$ cat src/design/deq_pkg.sv
// shared constants, operation and status codes, and control structs for the deque
package deq_pkg;

    localparam int DEPTH  = 16;
    localparam int DATA_W = 32;
    localparam int CNT_W  = $clog2(DEPTH + 1);
    localparam int IDX_W  = $clog2(DEPTH);
    localparam int OP_W   = 3;
    localparam int ST_W   = 2;

    typedef logic signed [DATA_W-1:0] t_word;
    typedef logic [CNT_W-1:0]         t_count;
    typedef logic [OP_W-1:0]          t_op;
    typedef logic [ST_W-1:0]          t_status;

    localparam t_op OP_PUSH_FRONT = 3'd0;
    localparam t_op OP_PUSH_BACK  = 3'd1;
    localparam t_op OP_POP_FRONT  = 3'd2;
    localparam t_op OP_POP_BACK   = 3'd3;
    localparam t_op OP_READ_FRONT = 3'd4;
    localparam t_op OP_READ_BACK  = 3'd5;
    localparam t_op OP_CLEAR      = 3'd6;

    localparam t_status ST_DONE  = 2'd0;
    localparam t_status ST_EMPTY = 2'd1;
    localparam t_status ST_FULL  = 2'd2;

    // row-wide moves, decided once per accepted operation
    typedef struct packed {
        logic shift_right;
        logic shift_left;
        logic load_back;
    } t_chain_ctl;

    // what one cell does this cycle
    typedef struct packed {
        logic shift_right;
        logic shift_left;
        logic load;
    } t_cell_ctl;

endpackage

$ cat src/design/deq_if.sv
// valid/ready channel interfaces for operations in and results out
interface deq_op_if;
    import deq_pkg::*;

    logic  valid;
    logic  ready;
    t_op   operation;
    t_word value;

    modport source (output valid, output operation, output value, input ready);
    modport sink (input valid, input operation, input value, output ready);
endinterface

interface deq_res_if;
    import deq_pkg::*;

    logic    valid;
    logic    ready;
    t_word   read_value;
    t_status status;
    logic    is_empty_now;
    t_count  entries;

    modport source (output valid, output read_value, output status,
                    output is_empty_now, output entries, input ready);
    modport sink (input valid, input read_value, input status,
                  input is_empty_now, input entries, output ready);
endinterface

$ cat src/design/deq_cell.sv
// one storage cell of the row: holds a word, takes it from either neighbour or a push
module deq_cell (
    input  logic                i_clk,
    input  deq_pkg::t_cell_ctl  i_ctl,
    input  deq_pkg::t_word      i_left,
    input  deq_pkg::t_word      i_right,
    input  deq_pkg::t_word      i_value,
    output deq_pkg::t_word      o_word
);
    import deq_pkg::*;

    t_word r_word;
    t_word n_word;

    always_comb begin
        n_word = r_word;
        if (i_ctl.shift_right) begin
            n_word = i_left;
        end else if (i_ctl.shift_left) begin
            n_word = i_right;
        end else if (i_ctl.load) begin
            n_word = i_value;
        end
    end

    always_ff @(posedge i_clk) begin
        r_word <= n_word;
    end

    assign o_word = r_word;

endmodule

$ cat src/design/deq_chain.sv
// row of cells: front word sits in cell 0, occupied cells are 0 .. count-1
module deq_chain (
    input  logic                i_clk,
    input  deq_pkg::t_chain_ctl i_ctl,
    input  deq_pkg::t_count     i_count,
    input  deq_pkg::t_word      i_value,
    output deq_pkg::t_word      o_front,
    output deq_pkg::t_word      o_back
);
    import deq_pkg::*;

    t_word  w_q [DEPTH];
    t_count w_last;

    genvar gi;
    generate
        for (gi = 0; gi < DEPTH; gi++) begin : g_cell
            t_cell_ctl w_ctl;
            t_word     w_left;
            t_word     w_right;

            assign w_ctl.shift_right = i_ctl.shift_right;
            assign w_ctl.shift_left  = i_ctl.shift_left;
            // push at the back lands in the first free cell
            assign w_ctl.load        = i_ctl.load_back && (i_count == CNT_W'(gi));

            if (gi == 0) begin : g_first
                assign w_left = i_value;
            end else begin : g_mid_l
                assign w_left = w_q[gi-1];
            end

            if (gi == DEPTH - 1) begin : g_last
                assign w_right = '0;
            end else begin : g_mid_r
                assign w_right = w_q[gi+1];
            end

            deq_cell u_cell (
                .i_clk   (i_clk),
                .i_ctl   (w_ctl),
                .i_left  (w_left),
                .i_right (w_right),
                .i_value (i_value),
                .o_word  (w_q[gi])
            );
        end
    endgenerate

    assign w_last  = i_count - CNT_W'(1);
    assign o_front = w_q[0];
    assign o_back  = w_q[w_last[IDX_W-1:0]];

endmodule

$ cat src/design/double_ended_queue_top.sv
// top level of the bounded deque: operation decode, word count and result register
//
//  channel   dir  fields                                        accepted when
//  i_op      in   operation[2:0], value[31:0]                   valid && ready
//  o_res     out  read_value[31:0], status[1:0],
//                 is_empty_now, entries[4:0]                    valid && ready
//
// one operation per cycle while results are taken: the row shifts or loads in the
// accepting cycle and the result sits in the output register the cycle after.
// the output register is the only buffer; input ready follows it being free or taken.
// synchronous active-low reset empties the deque; the cell words are not cleared.
module double_ended_queue_top (
    input  logic i_clk,
    input  logic i_rst_n,
    deq_op_if.sink    i_op,
    deq_res_if.source o_res
);
    import deq_pkg::*;

    t_count     r_count;
    t_count     n_count;
    logic       r_out_valid;
    t_word      r_rd;
    t_status    r_status;
    logic       r_empty;
    t_count     r_entries;

    logic       w_fire;
    logic       w_full;
    logic       w_is_empty;
    t_chain_ctl w_ctl;
    t_word      w_front;
    t_word      w_back;
    t_word      w_rd;
    t_status    w_status;

    assign i_op.ready = !r_out_valid || o_res.ready;
    assign w_fire     = i_op.valid && i_op.ready;
    assign w_full     = (r_count == CNT_W'(DEPTH));
    assign w_is_empty = (r_count == '0);

    always_comb begin
        n_count           = r_count;
        w_ctl.shift_right = 1'b0;
        w_ctl.shift_left  = 1'b0;
        w_ctl.load_back   = 1'b0;
        w_rd              = '0;
        w_status          = ST_DONE;
        case (i_op.operation)
            OP_PUSH_FRONT, OP_PUSH_BACK: begin
                if (w_full) begin
                    w_status = ST_FULL;
                end else begin
                    n_count = r_count + CNT_W'(1);
                    if (i_op.operation == OP_PUSH_FRONT) begin
                        w_ctl.shift_right = w_fire;
                    end else begin
                        w_ctl.load_back = w_fire;
                    end
                end
            end
            OP_POP_FRONT, OP_POP_BACK, OP_READ_FRONT, OP_READ_BACK: begin
                if (w_is_empty) begin
                    w_status = ST_EMPTY;
                end else begin
                    case (i_op.operation)
                        OP_POP_FRONT: begin
                            n_count          = r_count - CNT_W'(1);
                            w_ctl.shift_left = w_fire;
                        end
                        OP_POP_BACK: begin
                            n_count = r_count - CNT_W'(1);
                        end
                        OP_READ_FRONT: begin
                            w_rd = w_front;
                        end
                        default: begin
                            w_rd = w_back;
                        end
                    endcase
                end
            end
            OP_CLEAR: begin
                n_count = '0;
            end
            default: begin
            end
        endcase
    end

    deq_chain u_chain (
        .i_clk   (i_clk),
        .i_ctl   (w_ctl),
        .i_count (r_count),
        .i_value (i_op.value),
        .o_front (w_front),
        .o_back  (w_back)
    );

    always_ff @(posedge i_clk) begin
        if (!i_rst_n) begin
            r_count     <= '0;
            r_out_valid <= 1'b0;
        end else begin
            if (w_fire) begin
                r_count     <= n_count;
                r_out_valid <= 1'b1;
            end else if (o_res.ready) begin
                r_out_valid <= 1'b0;
            end
        end
    end

    always_ff @(posedge i_clk) begin
        if (w_fire) begin
            r_rd      <= w_rd;
            r_status  <= w_status;
            r_empty   <= (n_count == '0);
            r_entries <= n_count;
        end
    end

    assign o_res.valid        = r_out_valid;
    assign o_res.read_value   = r_rd;
    assign o_res.status       = r_status;
    assign o_res.is_empty_now = r_empty;
    assign o_res.entries      = r_entries;

`ifndef NO_ASSERTIONS
    a_count_bound: assert property (@(posedge i_clk) disable iff (!i_rst_n)
        r_count <= CNT_W'(DEPTH))
        else $error("word count above depth");

    a_full_hold: assert property (@(posedge i_clk) disable iff (!i_rst_n)
        (w_fire && w_full &&
         (i_op.operation == OP_PUSH_FRONT || i_op.operation == OP_PUSH_BACK))
        |=> (r_count == $past(r_count)) && (r_status == ST_FULL))
        else $error("refused push changed the count");

    a_clear: assert property (@(posedge i_clk) disable iff (!i_rst_n)
        (w_fire && i_op.operation == OP_CLEAR) |=> (r_count == '0))
        else $error("clear left words behind");

    a_result_match: assert property (@(posedge i_clk) disable iff (!i_rst_n)
        $past(w_fire) |-> (r_entries == r_count) && (r_empty == (r_count == '0)))
        else $error("result count disagrees with held count");
`endif

endmodule

$ cat src/flat_wrapper.sv
// flat-port wrapper written by rule: the top's interface ports become plain ports
module double_ended_queue_top_flat import deq_pkg::*;
  (i_clk, i_rst_n, i_op_valid, i_op_operation, i_op_value, i_op_ready, o_res_valid, o_res_read_value, o_res_status, o_res_is_empty_now, o_res_entries, o_res_ready);
  deq_op_if i_op_i ();
  deq_res_if o_res_i ();
  input  logic i_clk;
  input  logic i_rst_n;
  input wire logic [$bits(i_op_i.valid)-1:0] i_op_valid;
  input wire logic [$bits(i_op_i.operation)-1:0] i_op_operation;
  input wire logic [$bits(i_op_i.value)-1:0] i_op_value;
  output wire logic [$bits(i_op_i.ready)-1:0] i_op_ready;
  output wire logic [$bits(o_res_i.valid)-1:0] o_res_valid;
  output wire logic [$bits(o_res_i.read_value)-1:0] o_res_read_value;
  output wire logic [$bits(o_res_i.status)-1:0] o_res_status;
  output wire logic [$bits(o_res_i.is_empty_now)-1:0] o_res_is_empty_now;
  output wire logic [$bits(o_res_i.entries)-1:0] o_res_entries;
  input wire logic [$bits(o_res_i.ready)-1:0] o_res_ready;
  assign i_op_i.valid = i_op_valid;
  assign i_op_i.operation = i_op_operation;
  assign i_op_i.value = i_op_value;
  assign i_op_ready = i_op_i.ready;
  assign o_res_valid = o_res_i.valid;
  assign o_res_read_value = o_res_i.read_value;
  assign o_res_status = o_res_i.status;
  assign o_res_is_empty_now = o_res_i.is_empty_now;
  assign o_res_entries = o_res_i.entries;
  assign o_res_i.ready = o_res_ready;
  double_ended_queue_top u_core (.i_clk(i_clk), .i_rst_n(i_rst_n), .i_op(i_op_i), .o_res(o_res_i));
endmodule
$ cat config.mk
export PLATFORM = sky130hd
export DESIGN_NAME = double_ended_queue_top_flat
export DESIGN_NICKNAME = d
export VERILOG_FILES = /design/src/design/deq_pkg.sv /design/src/design/deq_if.sv /design/src/design/deq_cell.sv /design/src/design/deq_chain.sv /design/src/design/double_ended_queue_top.sv /design/src/flat_wrapper.sv
export SDC_FILE = /design/constraint.sdc
export NUM_CORES = 1
export LEC_CHECK = 0
export ABC_AREA = 1
export BUFFER_PORTS_ARGS = -buffer_cell sky130_fd_sc_hd__buf_2
export CORE_MARGIN = 1
export CORE_UTILIZATION = 40
export DETAILED_ROUTE_END_ITERATION = 10
export GPL_TIMING_DRIVEN = 1
export PLACE_DENSITY = 0.67
export SYNTH_ARGS = -nofsm -noshare
export SYNTH_HDL_FRONTEND = slang
export SYNTH_SLANG_ARGS = --single-unit
$ cat constraint.sdc
create_clock -name i_clk -period 4.5 [get_ports i_clk]
set_input_delay 0.225 -clock i_clk [delete_from_list [all_inputs] [get_ports i_clk]]
set_output_delay 0.225 -clock i_clk [all_outputs]
set_load 0.02 [all_outputs]
==> summary.md, run 1 <==
| Metric | Value |
|---|---|
| Vias/cell | `5.88` |
| Syn Nets | `3,236` |
| FMAX | `0.279 GHz` |
| #FFs+latches synth | `558` |
| Post-Syn Area | `30,000 um2` |
| Max-cap viol count | `0` |
| CTS-repair resized insts | `0` |
| Place WS | `1.10 ns` |
| Worst-case vdd ir drop | `0.000313 V` |
| ANT cells | `0` |
| CTS Root Cell | `clkbuf_16` |
| Placed Cells | `4,026` |
| Fin. max-slew vios | `0` |
| Routed wire length | `88.4 mm` |
| Post-synth cell types | `32` |
| Top_reg_cell synth | `edfxtp_1` |
| Worst Max-Slew Pin Slew | `1.22 ns` |
| WL per Instance | `21.2 um` |
| Number of global-route vias before repair | `23,000` |
| Drt pass-1 iters | `6` |
| Synth Area per Inst | `9.41 um2` |
| # setup viols final | `0` |
| Share of layout cells above drive strength 1 | `8.92%` |
| Static leakage | `13.2 nW` |
| DRT iter0 DRCs | `3,117` |
| Tcrit/Tclk final | `79.7%` |
| Hold Buf Count CTS | `33` |
| Worst endpoint required time | `4.82 ns` |
| Hold Crit Class | `in -> reg` |
| # nets final | `3,193` |
| Final hold violation count | `0` |
| Outcome | `complete, no violations` |
| Core Region | `74,300 um2` |
| Final Instance Area | `33,400 um2` |
| GRT overflow | `0` |
| Final setup TNS | `0 ns` |
| Die ar. | `76,200 um2` |
| Area contributors post-synth | `edfxtp_1 (55%), o221ai_1 (10%), nand2_1 (10%), nand3_1 (6.5%), inv_1 (6.2%)` |
| Reg2reg setup slack | `0.91 ns` |
| Pwr/cell area | `401 nW/um2` |
| Clock slew at reported path FFs | `0.06 ns` |
| Die width | `276 um` |
| Gr usage total | `22.6%` |
| Placer Congestion | `0.809` |
| Post-DP HPWL | `46.8 mm` |
| Sequential area share after synthesis | `55.6%` |
| Clk buf depth | `3` |
| Synth area leader | `edfxtp_1` |
| Num rows | `100` |
| First-pass GRT wire length | `136 mm` |
| Antenna Nets Post-Route | `0` |
| Crit. End Element | `flop` |
| EDFF count, synth | `552` |
| Largest net degree at the start of global routing | `221` |
| Final worst path period need | `3.59 ns` |
| Relative slew slack | `18.7%` |
| Top Ports | `81` |
| Post-synth top cells | `nand2_1 (826), edfxtp_1 (552), inv_1 (497)` |
| IO buf count | `80` |
| Sink Count | `558` |
| Setup WS post-layout | `0.912 ns` |
| Async set-or-reset flop fraction in the synthesized netlist | `0%` |
| # DRC | `0` |
| Critical path class | `reg -> reg` |
| Area after DPL | `31,300 um2` |
| Count leader, synth | `nand2_1` |
| Crit path max fanout | `212` |
| Layout overhead on the synthesized area | `11.3%` |
| Post-CTS Setup Inserts | `0` |
| CTS tree | `yes` |
| CTS Buf Count | `57` |
| Clk_lat worst skew | `0.63 ns` |
| Data arrival, critical path | `3.90 ns` |
| Final Non-Filler Cells | `4,163` |
| Post-Synthesis Cells | `3,192` |
| H-tree levels | `2` |
| Yosys top cell area share | `55.2%` |
| Clock Skew | `0.0165 ns` |
| Initial antenna violation count | `0` |
| Unrepaired setup endpoints after global routing | `false` |
| Die Ht | `276 um` |
| Yosys warnings | `0` |
| Worst setup SP type | `flop` |
| Vias | `24,500` |
| Hold slack | `0.0648 ns` |
| Initial core utilization | `40.4%` |
-- routing by layer --
metal | track usage [%] | part of all wire, %
met1 | 31.1 | 42
met2 | 36.4 | 47
met3 | 2.95 | 7.8
met4 | 8.37 | 3.5
met5 | 0 | 0
-- cells by family after synthesis --
group	after synthesis	synth area share [%]
simple gates	1250	17.7
fa+ha+maj	5	0.208
xor+xnor	5	0.171
buf+inv	763	10.2
flops	558	55.6
compound gates	611	16.2
-- report_power, final --
part	internal, W	leakage [nW]	switching (W)
logic	0.000754	7.23	0.00180
registers	0.00606	5.14	0.0000841
clock network	0.00263	0.879	0.00207
-- cells in the final DEF (no fill, tap or decap), types with 13 or more instances in the layout --
master         Yosys  routed
nand2_1          826     824
edfxtp_1         552     552
inv_1            497     492
nand3_1          390     390
o221ai_1         355     355
o21ai_0          116     101
buf_2             56      80
o211ai_1          59      59
clkbuf_16          0      59
a21oi_1           38      38
o221ai_2          33      33
dlygate4sd3_1      0      33
buf_4             17      30
buf_12             0      18
clkbuf_1         143      16
o21ai_4            0      15
clkinv_1           0      13
-- worst max-delay path: stages, from the launching register on --
cell	delay (ns)
dfxtp_1	0.36
inv_1	0.19
ha_4	0.25
inv_2	0.04
nor2_1	0.08
nand2_1	0.20
nand2_8	0.16
buf_12	0.60
buf_4	0.83
o221ai_1	0.22
-- registers in the layout, indices dropped and copies added, names as in the netlist --
| signal | count |
|---|---|
| u_core.u_chain.g_cell.u_cell.o_word | 512 |
| u_core.o_res.read_value | 32 |
| u_core.o_res.entries | 5 |
| u_core.r_count | 5 |
| u_core.o_res.status | 2 |
| u_core.o_res.is_empty_now | 1 |
| u_core.o_res.valid | 1 |
-- through the flow --
step                      power, W  utilization, %
final                       0.0134            45.0
after global routing        0.0139            45.0
after CTS                   0.0134            45.0
after detailed placement   0.00874            42.1
after global placement     0.00871            42.1
after floorplan            0.00792               -
-- layout make-up --
cell class,instances,area (um2)
fillers,7080,40900
repair buffers,161,1320
flip-flops and latches,558,16700
multi-input cells,1871,10500
well taps,969,1210
inverters,500,1890
clock inverters,28,234
clock buffers,76,1550
-- worst paths after layout --
| check | startpoint | to | depth (start not counted) |
|---|---|---|---|
| setup / recovery | u_core.r_count[1]$_SDFFE_PN0N_ | u_core.u_chain.g_cell[2].u_cell.o_word[11]$_DFFE_PP_ | 9 |
| hold / removal | i_rst_n | u_core.r_count[3]$_SDFFE_PN0N_ | 5 |
| setup reg to reg | u_core.r_count[1]$_SDFFE_PN0N_ | u_core.u_chain.g_cell[2].u_cell.o_word[11]$_DFFE_PP_ | 9 |
| hold reg to reg | u_core.u_chain.g_cell[14].u_cell.o_word[3]$_DFFE_PP_ | u_core.u_chain.g_cell[15].u_cell.o_word[3]$_DFFE_PP_ | 2 |
Power figures use the tool's default switching activity.
==> run 2, diff against run 1 <==
--- a/config.mk
+++ b/config.mk
@@ -11,7 +11,7 @@
 export CORE_UTILIZATION = 40
 export DETAILED_ROUTE_END_ITERATION = 10
 export GPL_TIMING_DRIVEN = 1
-export PLACE_DENSITY = 0.67
+export PLACE_DENSITY = 0.65
 export SYNTH_ARGS = -nofsm -noshare
 export SYNTH_HDL_FRONTEND = slang
 export SYNTH_SLANG_ARGS = --single-unit
==> constraint.sdc (replaced) <==
create_clock -name i_clk -period 3.7 [get_ports i_clk]
set_input_delay 0.185 -clock i_clk [delete_from_list [all_inputs] [get_ports i_clk]]
set_output_delay 0.185 -clock i_clk [all_outputs]
set_load 0.02 [all_outputs]
==> run 2 against run 1 <==
  * Final cell count grew 0.43%
  * Register-to-register slack worse by 0.39 ns
  * Sequential share of layout area decreased by 0.12 points
  * Clock skew grew 0.015 ns
  * Wire length is 2.0% higher
  * Power increased by 21%
  * First-iteration DRC count increased by 2.2%
  * Core utilization increased by 0.11 points
  * Critical path type unchanged
  * Critical endpoint is now u_core.u_chain.g_cell[1].u_cell.o_word[9]$_DFFE_PP_
  * Highest routed layer unchanged
==> summary.md, run 2 (synthesized netlist as in run 1, its figures left out) <==
| Metric | Value |
|---|---|
| CTS Buf Count | `57` |
| Unrepaired setup endpoints after global routing | `false` |
| Clock Skew | `0.0312 ns` |
| Clk buf depth | `3` |
| Outcome | `complete, no violations` |
| Worst endpoint required time | `4.13 ns` |
| Drt pass-1 iters | `6` |
| WL per Instance | `21.6 um` |
| Die Ht | `276 um` |
| Largest net degree at the start of global routing | `206` |
| # DRC | `0` |
| Data arrival, critical path | `3.61 ns` |
| Post-DP HPWL | `49.1 mm` |
| # nets final | `3,210` |
| Most frequent cells in the layout | `nand2_1 (824), edfxtp_1 (552), inv_1 (491)` |
| Num rows | `100` |
| Core Region | `74,300 um2` |
| Setup WS post-layout | `0.523 ns` |
| Fin. max-slew vios | `0` |
| Worst Max-Slew Pin Slew | `1.30 ns` |
| Clock slew at reported path FFs | `0.06 ns` |
| CP top delay family | `buffers and inverters` |
| Pwr/cell area | `485 nW/um2` |
| Tcrit/Tclk final | `85.9%` |
| CTS Root Cell | `clkbuf_16` |
| Routed wire length | `90.2 mm` |
| Worst-case vdd ir drop | `0.000384 V` |
| Die width | `276 um` |
| Critical path class | `reg -> reg` |
| Crit. End Element | `flop` |
| H-tree levels | `2` |
| Number of global-route vias before repair | `23,200` |
| Worst-path cell chain | `inv_8 > ha_4 > inv_2 > nor2_1 > nand2_1 > nand2_8 > nand2_2 > clkinv_2 > buf_4 > buf_4 > nand2_1 > o221ai_1` |
| Max reg flops | `512` |
| Design Power | `0.0162 W` |
| IO buf count | `80` |
| Final worst path period need | `3.18 ns` |
| Crit path buffers/inverters | `5` |
| ANT cells | `0` |
| Gr usage total | `23.0%` |
| Area after DPL | `31,400 um2` |
| DRT iter0 DRCs | `3,187` |
| Vias | `24,600` |
| Crit path max fanout | `32` |
| Placer Congestion | `0.797` |
| Place WS | `0.552 ns` |
| Static leakage | `13.3 nW` |
| Top Ports | `81` |
| Slowest CP cell | `buf_4` |
| Most common cell after layout, fill and taps aside | `nand2_1` |
| Post-CTS Setup Inserts | `0` |
| Max-cap viol count | `0` |
| Relative slew slack | `13.3%` |
| Antenna Nets Post-Route | `0` |
| Final Instance Area | `33,500 um2` |
| Final setup TNS | `0 ns` |
| Initial antenna violation count | `1` |
| FMAX | `0.315 GHz` |
| Initial core utilization | `40.4%` |
| CP peak stage delay | `0.49 ns` |
| Share of layout cells above drive strength 1 | `9.34%` |
| Hold Crit Class | `in -> reg` |
| Die ar. | `76,200 um2` |
| First-pass GRT wire length | `139 mm` |
| Worst setup SP type | `flop` |
| Clk_lat worst skew | `0.64 ns` |
| # setup viols final | `0` |
| GRT overflow | `0` |
| Final hold violation count | `0` |
| Layout overhead on the synthesized area | `11.5%` |
| Vias/cell | `5.89` |
| Number of fill cells in the layout | `7,105` |
| CTS tree | `yes` |
| Sink Count | `558` |
[run 2: cell count changes in the layout (fill, tap and decap cells not counted), sizes merged]
cell / before / now
buf: 128 / 143
clkbuf: 76 / 73
clkinv: 25 / 30
dlygate4sd3: 33 / 35
inv: 499 / 498
[run 2: worst register-to-register path: stages (launching register included)]
cell,delay [ns]
dfxtp_4,0.37
inv_8,0.18
ha_4,0.27
inv_2,0.04
nor2_1,0.09
nand2_1,0.22
nand2_8,0.18
nand2_2,0.06
clkinv_2,0.05
buf_4,0.49
buf_4,0.43
nand2_1,0.41
o221ai_1,0.20
[run 2: layout make-up]
type	instances	area (um2)	share of cell area, %
Sequential cell	558	16700	49.8
Multi-Input combinational cell	1871	10500	31.4
Inverter	500	1890	5.64
Clock buffer	73	1490	4.44
Timing Repair Buffer	178	1420	4.25
Tap cell	969	1210	3.62
Clock inverter	32	270	0.807
[run 2: worst paths after layout]
path	startpoint	end	slack, ns	cells past startpoint
worst max-delay path	u_core.r_count[0]$_SDFFE_PN0N_	u_core.u_chain.g_cell[1].u_cell.o_word[9]$_DFFE_PP_	0.52	12
worst min-delay path	i_op_operation[2]	u_core.o_res.status[0]$_DFFE_PN_	0.13	3
worst max register to register	u_core.r_count[0]$_SDFFE_PN0N_	u_core.u_chain.g_cell[1].u_cell.o_word[9]$_DFFE_PP_	0.52	12
worst min register to register	u_core.u_chain.g_cell[2].u_cell.o_word[22]$_DFFE_PP_	u_core.u_chain.g_cell[3].u_cell.o_word[22]$_DFFE_PP_	0.61	2
[run 2: report_power, final]
part           total [W]  internal [W]  switching (W)
Clock            0.00561       0.00311        0.00250
Sequential       0.00747       0.00737      0.0000992
Combinational    0.00316      0.000930        0.00223
Total             0.0162        0.0114        0.00483
[run 2: timing repair]
action,4_1_cts,5_1_grt
hold buffers,35,0
hold endpoints to repair,81,0
resized for setup,0,0
[run 2: stage by stage]
step	cells	hold slack, ns	utilization [%]
2_1_floorplan	3192	0.376	-
4_1_cts	4181	0.0836	45.1
5_1_grt	4181	0.140	45.1
3_3_place_gp	4041	0.477	42.2
3_5_place_dp	4041	0.483	42.2
6_report	4181	0.125	45.1
[run 2: layer usage]
| layer | up-vias | routed length (um) | track usage (%) |
|---|---|---|---|
| li1 | 11300 | - | - |
| met1 | 11900 | 37800 | 32.3 |
| met2 | 1331 | 41500 | 36.7 |
| met3 | 149 | 8310 | 3.19 |
| met4 | 0 | 2530 | 7.48 |
| met5 | - | 0 | 0 |
